[src/rtl/qrs_sqrt_cell.sv]
// one stage of the restoring integer square root chain
`timescale 1ns / 1ps
`default_nettype none
module qrs_sqrt_cell #(
    parameter int XW  = 130,
    parameter int RW  = 65,
    parameter int POS = 0
) (
    input  wire logic          clk,
    input  wire logic [XW-1:0] x_in,
    input  wire logic [RW-1:0] r_in,
    output logic      [XW-1:0] x_out,
    output logic      [RW-1:0] r_out
);
    logic [XW-1:0] bit_w;
    logic [XW-1:0] trial;
    logic [XW-1:0] r_wide;
    logic          take;

    // trial subtract of (r << (pos + 1)) | (1 << 2*pos), with r kept as result bits so far
    always_comb
    begin
        bit_w  = '0;
        bit_w[2*POS] = 1'b1;
        r_wide = XW'(r_in) << (POS + 1);
        trial  = r_wide | bit_w;
        take   = (x_in >= trial);
    end

    always_ff @(posedge clk)
    begin
        x_out <= take ? (x_in - trial) : x_in;
        r_out <= take ? (r_in | (RW'(1) << POS)) : r_in;
    end
endmodule
`default_nettype wire

[config.mk]
export PLATFORM = sky130hd
export DESIGN_NAME = qrs_sqrt_cell
export DESIGN_NICKNAME = d
export VERILOG_FILES = /design/src/rtl/qrs_sqrt_cell.sv
export SDC_FILE = /design/constraint.sdc
export NUM_CORES = 1
export LEC_CHECK = 0
export CAP_MARGIN = 0
export CORE_ASPECT_RATIO = 0.7
export CORE_UTILIZATION = 40
export CTS_BUF_LIST = sky130_fd_sc_hd__clkbuf_4 sky130_fd_sc_hd__clkbuf_8
export DETAILED_ROUTE_END_ITERATION = 8
export DONT_BUFFER_PORTS = 1
export SLEW_MARGIN = 20
export SYNTH_ARGS = -nofsm -noshare
export SYNTH_HDL_FRONTEND = slang
export SYNTH_SLANG_ARGS = --single-unit
[constraint.sdc]
create_clock -name clk -period 3.18 [get_ports clk]
set_clock_uncertainty 0.05 [all_clocks]
set_input_delay 0.318 -clock clk [delete_from_list [all_inputs] [get_ports clk]]
set_output_delay 0.318 -clock clk [all_outputs]
set_load 0.05 [all_outputs]
# [Word level (Yosys, flattened, before mapping)]
# Cells that the tools add are included.
[totals] word_cells=6 regBits=195 input_bits=196 output_inout_bits=195
[classes] order_cmp=1 addsub=1 n_mux=1
[op_table] cell="$ge A130 B66 Y1" n=1
[op_table] cell="$mux W130" n=1
[op_table] cell="$sub A130 B66 Y130" n=1

# [Depth between registers and ports, before layout]
[logic_depth] word_depth=2 depth_mapped=14 ltp_nobuf=12

# [Least setup slack after synthesis]
# Ideal clock, no wire load.
[synth_timing] kind="input -> register" from="input r_in[53]" to="register x_out[110]" path_buffers=3 arrival_time_ps=3317 setup_time_ps=118 required_time_ps=3012 path_slack_ps=-305 path_stages=14 path_cell_list="inv_1 > ha_1 > buf_4 > nand4_4 > or3_1 > or3_4 > nor4_4 > nor3_2 > and2_1 > buf_6 > or3_4 > buf_6 > or4_4 > xnor2_2"
[synth_between] elab_chain_len=2 word_cells_on_any_way=3 classes_between="add/sub: 1; order compare: 1; mux: 1"
[synth_lines] element="from (decl)" line="11" rtl="input wire logic [RW-1:0] r_in,"
[synth_lines] element="$sub A130 B66 Y130 or $ge A130 B66 Y1 (tied branches)" line="32, 27"
[synth_lines] element="$mux W130 *" line="32" rtl="x_out <= take ? (x_in - trial) : x_in;"
[synth_lines] element="to (signal assigned)" line="32"
[synth_lines] element="to (decl)" line="12" rtl="output logic [XW-1:0] x_out,"
# Every way passes the cells marked *; elsewhere a longest branch is shown, timed or not.
# A chain may end at the register's enable or synchronous reset.

# [Final worst setup path]
[layout_timing] from="input r_in[53]" to="register x_out[71]"
# Same word-level chain as after synthesis.

==> results_dict.tcl <==
set metrics [dict create \
    nFillCells 2513 \
    ys_types 76 \
    synthMuxAreaShare 0 \
    wl_mm 48.5 \
    avgRoutedWirePerCell_um 21.8 \
    grt_use_total 0.328 \
    start_kind "primary input" \
    rows 50 \
    antenna_found_initial 0 \
    cts_buffers 17 \
    cts_tree "done" \
    clkTransAtPathRegs_ns 0.11 \
    grt-ovfl-total 0 \
    synth_edf_count 0 \
    syn_area_sq_um 11200 \
    cp_data_required_time_ns 3.51 \
    synth_seq_area_share 0.348 \
    num_io_pins 391 \
    cts_max_level 4 \
    grt_pass1_vias 12203 \
    synth_fa_ha_area_frac 0.0754 \
    ir_worst_vdd_v 0.000317 \
    synth_top_family_by_area "simple AND/OR/NAND/NOR gates" \
    utilization 0.595 \
    io_buffers 0 \
    synth_compound_area_frac 0.176 \
    crit_fanout 6 \
    power_mw 7.71 \
    power_density_nw_per_um2 477 \
    ff_latch_area_sq_um 3900 \
    rsz0062_at_grt "no" \
    remaining_drc_errors 0 \
    die_area_sq_um 28700 \
    hold_path.class "in2reg" \
    worst_slew_pin_slew_ns 0.975 \
    cp.arrival_ns 3.39 \
    setup_viol 0 \
    initial_core_util 0.413 \
    diodes 0 \
    hold_ws_ns 0.0371 \
    slew_headroom 0.345 \
    root_buffer "clkbuf_8" \
    dieHeight_um 142 \
    netlist_instances 1406 \
    place_congestion 0.985 \
    leakagePower_nw 6.92 \
    via_per_inst 5.58 \
    hold_viol 0 \
    synth_xor_xnor_area_share 0.0991 \
    final_common_cell "buf_4" \
    dp_hpwl_mm 37.3 \
    syn_nets 1669 \
    drt_iter0_drc 1137 \
    synth_ff_type "dfxtp_1" \
    core_area_sq_um 27200 \
    fmax_mhz 327 \
    ys_ff_latch 195 \
    layout_common_cells "buf_4, dfxtp_1, dlygate4sd3_1" \
    cp-end-kind "register" \
    vias 12416 \
    clock_path_buffers 2 \
    clock_sinks 195 \
    yosys_warnings 0 \
    placed_cells 2002 \
    worstSetupPathType "in2reg" \
    stdcell_count 2226 \
    postSynthAreaPerCell_sq_um 7.97 \
    grt_pass1_wl_mm 71.7 \
    die_w_um 202 \
    period_minus_slack_ns 3.06 \
    antenna_left 0 \
    multi_input_area_sq_um 6760 \
    fin_tns_setup_ns 0 \
    drive_above_1_share 0.202 \
    cts_setup_buffers 0 \
    syn2layout_area_growth_pct 44.0 \
    grt_max_degree 79 \
    async_flop_share 0 \
    synth_simple_gate_area_frac 0.243 \
    slew_viol_final 0 \
    period_share 0.962 \
    status "completed" \
    fin_nets 2114 \
    drv_cap 0 \
    drt-pass1-iter-count 5 \
]
synthesized netlist by cell type, types with 9 or more instances:
cell type / instances / area [sq um]
o211ai_1: 9 / 67.6
inv_1: 88 / 330
xnor2_1: 74 / 648
nand3_1: 45 / 225
or2_2: 10 / 62.6
a21o_1: 17 / 128
o21bai_1: 16 / 120
nand2_1: 117 / 439
a31oi_1: 10 / 62.6
nor2b_1: 10 / 62.6
a21oi_1: 147 / 736
o21ai_0: 63 / 315
buf_2: 19 / 95.1
nor2_1: 143 / 537
or3_1: 18 / 113
nor4_1: 24 / 150
dfxtp_1: 195 / 3900
clkbuf_1: 39 / 146
nand4_1: 53 / 332
xor2_1: 51 / 447
a211oi_1: 11 / 82.6
ha_1: 66 / 826
nor3_1: 56 / 280
layout make-up:
type | instances | share of cell area
Multi-Input combinational cell | 1053 | 0.419
Clock buffer | 19 | 0.0158
Tap cell | 364 | 0.0282
Clock inverter | 11 | 0.0122
Sequential cell | 195 | 0.242
Inverter | 88 | 0.0205
Timing Repair Buffer | 496 | 0.263
cell families after synthesis:
logic type / Yosys count
buffers and inverters: 158
DFF: 195
AOI/OAI and AO/OA: 329
xor gates and xnor gates: 126
adders and majority gates: 67
and+or+nand+nor: 531
sequential cells by signal, summed over array words and instances, names as in the netlist:
signal and count:
x_out 130, r_out 65
metal layers:
metal | wire length, um | up-vias | global-route usage
li1 | - | 5838 | -
met5 | 0 | - | 0
met3 | 5450 | 73 | 0.112
met1 | 22300 | 5831 | 0.465
met4 | 1020 | 0 | 0.0839
met2 | 19700 | 674 | 0.471
where the power goes:
| part | internal (mW) | leakage [nW] | total [mW] | switching [mW] |
|---|---|---|---|---|
| sequential | 2.73 | 1.65 | 3.87 | 1.14 |
| clock | 0.968 | 0.227 | 1.94 | 0.977 |
| combinational | 0.946 | 5.04 | 1.89 | 0.946 |
stage by stage:
step                      instance area, sq um  setup WS (ns)
after global placement                   13700         -0.671
after floorplan                          11300         -0.155
after global routing                     16100         0.0112
after detailed placement                 13700         -0.586
final                                    16100          0.121
after CTS                                16100        0.00866
what timing repair did:
action / in CTS / in global routing
resized for setup: 1 / 12
gates cloned: 0 / 0
endpoints found under the hold margin: 194 / 0
endpoints found under the setup margin: 1 / 23
hold buffers: 194 / 0
pin swaps: 0 / 0
critical path, cell delays in order:
cell and delay (ns):
inv_1 0.03, ha_1 0.43, nand4_4 0.13, or3_1 0.42
or3_4 0.42, nor4_4 0.16, nor3_2 0.08, and2_1 0.21
nor3_1 0.81, nand2_1 0.22, xnor2_1 0.17
path summary, 6_finish.rpt:
| check | start | to | slack [ns] | cells after the start |
|---|---|---|---|---|
| setup / recovery | r_in[53] | x_out[71] | 0.12 | 11 |
| hold / removal | x_in[119] | x_out[121] | 0.04 | 3 |
Power figures use the tool's default switching activity.
