### src/rtl/qrs_div_cell.sv
// one stage of the restoring divider chain, one quotient bit a cycle
`timescale 1ns / 1ps
`default_nettype none
module qrs_div_cell #(
    parameter int NW  = 100,
    parameter int DW  = 34,
    parameter int POS = 0
) (
    input  wire logic          clk,
    input  wire logic [NW-1:0] rem_in,
    input  wire logic [DW-1:0] den_in,
    input  wire logic [NW-1:0] q_in,
    output logic      [NW-1:0] rem_out,
    output logic      [DW-1:0] den_out,
    output logic      [NW-1:0] q_out
);
    logic [NW+DW-1:0] shifted;
    logic             take;

    // compare remainder against den << pos
    always_comb
    begin
        shifted = (NW+DW)'(den_in) << POS;
        take    = (den_in != '0) && ((NW+DW)'(rem_in) >= shifted);
    end

    always_ff @(posedge clk)
    begin
        rem_out <= take ? NW'((NW+DW)'(rem_in) - shifted) : rem_in;
        den_out <= den_in;
        q_out   <= take ? (q_in | (NW'(1) << POS)) : q_in;
    end
endmodule
`default_nettype wire

### config.mk
export PLATFORM = sky130hd
export DESIGN_NAME = qrs_div_cell
export DESIGN_NICKNAME = d
export VERILOG_FILES = /design/src/rtl/qrs_div_cell.sv
export SDC_FILE = /design/constraint.sdc
export NUM_CORES = 1
export LEC_CHECK = 0
export BUFFER_PORTS_ARGS = -buffer_cell sky130_fd_sc_hd__buf_2
export CORE_AREA = 2 2 183 185
export DETAILED_ROUTE_END_ITERATION = 10
export DIE_AREA = 0 0 185 187
export PLACE_DENSITY_LB_ADDON = 0.1
export SYNTH_ARGS = -nofsm -noshare
export SYNTH_HDL_FRONTEND = slang
export SYNTH_SLANG_ARGS = --single-unit
### constraint.sdc
create_clock -name clk -period 5.96 [get_ports clk]
set_clock_uncertainty 0.05 [all_clocks]
set_input_delay 1.192 -clock clk [delete_from_list [all_inputs] [get_ports clk]]
set_output_delay 1.192 -clock clk [all_outputs]
set_load 0.005 [all_outputs]
* Yosys cells after proc, flatten, opt, wreduce, memory -nomap -nowiden
Cells that the tools add are included.
Word-level totals: flip-flop bits (word level) 234, input port bits 235, output and inout port bits 234, logic and storage cells 9
Operators by class: $add $sub $neg 1, order comparisons 1, muxes and demuxes 1, reductions and logical operators 2
Operators with widths (count):
- 100-bit by 34-bit greater-or-equal comparator with 1-bit output | 1
- 100-bit 2-to-1 mux | 1
- 100-bit by 34-bit subtractor with 100-bit output | 1
- 34-bit nonzero test | 1
- 1-bit logical AND | 1

* Longest topological paths before layout
word-level depth 3, mapped depth 14, mapped depth without buffers 11

* Worst setup path before layout
No wires, ideal clock.
path kind input to register, start input port den_in[33], end register rem_out[6], setup time 87 ps, data arrival time 3719 ps, required time 5823 ps, setup slack 2104 ps, stages on the path 12, buffers on the path 4, path through inv_1 -> ha_1 -> clkbuf_1 -> a2111oi_0 -> o211ai_1 -> a2111oi_4 -> a21o_1 -> buf_4 -> buf_4 -> buf_2 -> nand2_1 -> o31ai_1
Between the ends: cells in the longest elaborated chain, start to end 3, elaborated cells on any way between the ends 4, classes of those cells 1 x order compare; 1 x mux; 2 x reduce/logical
RTL lines:
- start, declared | line 11 | input wire logic [DW-1:0] den_in,
- 100-bit by 34-bit greater-or-equal comparator with 1-bit output / 34-bit nonzero test (equally long branches) | line 24 | take = (den_in != '0) && ((NW+DW)'(rem_in) >= shifted);
- 1-bit logical AND (*) | line 24
- 100-bit 2-to-1 mux (*) | line 29 | rem_out <= take ? NW'((NW+DW)'(rem_in) - shifted) : rem_in;
- end signal, assigned | line 29
- end, declared | line 13 | output logic [NW-1:0] rem_out,
Every way passes the cells marked *; elsewhere a longest branch is shown, timed or not. A chain may end at the register's enable or synchronous reset.

* Worst setup path in the final report
start input port den_in[33], end register rem_out[14]
The elaborated chain is that of the path after synthesis.

==> impl_metrics.env <==
export IMPL_status="complete, no violations"
export IMPL_cp_end_kind="flip-flop"
export IMPL_ys_warn_count=0
export IMPL_syn_avg_cell_area_um2=9.39
export IMPL_total_power_w=0.00405
export IMPL_grt_max_degree=45
export IMPL_rsz0062_at_grt="false"
export IMPL_die_w_um=185
export IMPL_first_pass_iters=5
export IMPL_drive_above_1_share_pct=36.3
export IMPL_area_delta_synth_final_pct=39.2
export IMPL_slowest_delay_ns=0.66
export IMPL_syn_inst=1008
export IMPL_crit_type="in2reg"
export IMPL_p_comb_share_pct=15.2
export IMPL_antenna_left=0
export IMPL_clk_root_buffer_cell="clkbuf_16"
export IMPL_grt_overflow=0
export IMPL_slew_violations=0
export IMPL_synthFlopType="dfxtp_1"
export IMPL_power_frac_clock_pct=42.1
export IMPL_critPathTopFamily="compound AO/OA/AOI/OAI gates"
export IMPL_clk_pin_slew_worst_paths_ns=0.06
export IMPL_setup_tns_ns=0
export IMPL_syn_num_nets=1278
export IMPL_start_kind="input port"
export IMPL_vias=9113
export IMPL_crit_fanout=44
export IMPL_sw_frac_of_total_pct=26.3
export IMPL_synth_area_mm2=0.00946
export IMPL_cp_depth=10
export IMPL_fin_nets=1748
export IMPL_grt_use_total_pct=21.3
export IMPL_htreeDepth=1
export IMPL_cts_buffer_depth=3
export IMPL_grt_pass1_vias=9191
export IMPL_synth_commonest_cells="dfxtp_1, nand2_1, nor2_1"
export IMPL_relSlewSlack_pct=41.4
export IMPL_final_setup_viol_count=0
export IMPL_post_drt_via_cell_ratio=4.68
export IMPL_synth_area_top_cells="dfxtp_1, ha_1, nand2_1"
export IMPL_cts_buffers=27
export IMPL_synth_top_area_cell="dfxtp_1"
export IMPL_dpl_worst_slack_ns=1.12
export IMPL_power_internal_w=0.00298
export IMPL_holdCritPathClass="in2reg"
export IMPL_post_drt_wl_per_cell_um=19.6
export IMPL_stdcell_area_mm2=0.0132
export IMPL_whs_path_depth=1
export IMPL_worstPathArrival_ns=4.64
export IMPL_met1_length_um=14800
export IMPL_yosys_register_bits=234
export IMPL_dr_wl_met2_um=19000
export IMPL_period_share_pct=71.6
export IMPL_yosysSeqAreaShare_pct=49.5
export IMPL_pin_count=469
export IMPL_worst_pin_slew_ns=0.879
export IMPL_required_ns=6.33
export IMPL_clock_sinks=234
export IMPL_post_cts_buffers=0
export IMPL_die_area_mm2=0.0346
export IMPL_p_leak_nw=5.99
export IMPL_pwr_share_seq_pct=42.7
export IMPL_worst_hold_slack_ns=0.702
export IMPL_coreArea_mm2=0.0329
export IMPL_crit_chain="buf_2 -> inv_1 -> ha_1 -> a2111oi_0 -> o211ai_1 -> a2111oi_4 -> a21o_2 -> buf_4 -> nand2_1 -> o311ai_0"
export IMPL_dp_hpwl_um=31400
export IMPL_cp_slowest_cell="a2111oi_0"
export IMPL_synth_edf_count=0
export IMPL_highest_layer="met4"
export IMPL_timing_fmax_ghz=0.234
export IMPL_routabilityCongestion=0.836
export IMPL_placed_cell_area_mm2=0.0123
export IMPL_cap_violations=0
export IMPL_yosys_area_top_type_share_pct=49.5
export IMPL_cts_hold_buf=0
export IMPL_floorplan_initialDensity_pct=28.8
export IMPL_drt_iter0_drc=395
export IMPL_grt_pass1_wl_um=55800
export IMPL_layout_min_cycle_time_ns=4.27
export IMPL_switchingPower_w=0.00106
export IMPL_cts_tree="yes"
export IMPL_critPathBufInv=3
export IMPL_num_rows=67
export IMPL_routed_wl_um=38100
export IMPL_yosysMostFrequentCell="dfxtp_1"
export IMPL_die_height_um=187
export IMPL_synthArstFlopShare_pct=0
export IMPL_power_density_mw_per_mm2=307
export IMPL_yosysUniqueCellTypes=63
export IMPL_setup_ws_ns=1.69
export IMPL_hold_viol_final=0
export IMPL_wl_met3_um=2990
export IMPL_portBuffers=468
export IMPL_drc_errors=0
export IMPL_vdd_ir_drop_worst_mv=0.205
export IMPL_antenna_found_initial=4
export IMPL_cts_resized=0
[power by group through the flow]
stage               registers [W]  clock network [W]  logic [W]
floorplan                 0.00178                  0   0.000260
global placement          0.00176                  0   0.000618
detailed placement        0.00176                  0   0.000622
CTS                       0.00173            0.00175   0.000624
global route              0.00174            0.00181   0.000683
finish                    0.00173            0.00170   0.000615
[path summary, 6_finish.rpt]
check	from	to	slack (ns)
worst min-delay path	q_in[73]	q_out[73]$_DFF_P_	0.70
worst max-delay path	den_in[33]	rem_out[14]$_DFF_P_	1.69
[routing by layer]
layer  vias up  GRT usage [%]
met4         0           7.84
li1       4500              -
met2       373           38.5
met1      4173           23.9
met5         -              0
met3        67           5.28
[cells in the final DEF (no fill, tap or decap), drive strengths merged, types with 45 or more instances in the layout]
| master | synthesis | layout |
|---|---|---|
| nor4 | 47 | 47 |
| dfxtp | 234 | 234 |
| a21oi | 45 | 45 |
| xnor2 | 45 | 45 |
| nor2 | 66 | 66 |
| o21ai | 53 | 53 |
| inv | 46 | 46 |
| nand2 | 110 | 110 |
| buf | 11 | 475 |
| xor2 | 47 | 47 |
[cell families after synthesis]
| family | after synthesis | share of synthesized area [%] |
|---|---|---|
| AOI/OAI and AO/OA | 174 | 11.7 |
| adders and majority gates | 35 | 4.71 |
| buffers and inverters | 80 | 3.49 |
| xor gates and xnor gates | 92 | 8.52 |
| and+or+nand+nor | 393 | 22.1 |
| DFF | 234 | 49.5 |
[stage by stage]
stage	instances	util (%)
after floorplan	1008	-
after global placement	1897	37.3
after detailed placement	1897	37.3
after CTS	1944	40.1
after global routing	1946	40.1
final	1948	40.1
[sequential cells by signal, indices dropped and copies added (netlist names)]
name and flops:
q_out 100, rem_out 100, den_out 34
[layout make-up]
cell class	instances	area, um^2
antenna	4	10.0
clock buffer	33	718
clock inverter	14	185
fill	3445	19700
inverter	46	173
multi-input combinational	694	4450
sequential	234	4680
tap	448	561
timing repair buffer	475	2390
Note: power is estimated with default switching activity, not from simulation.
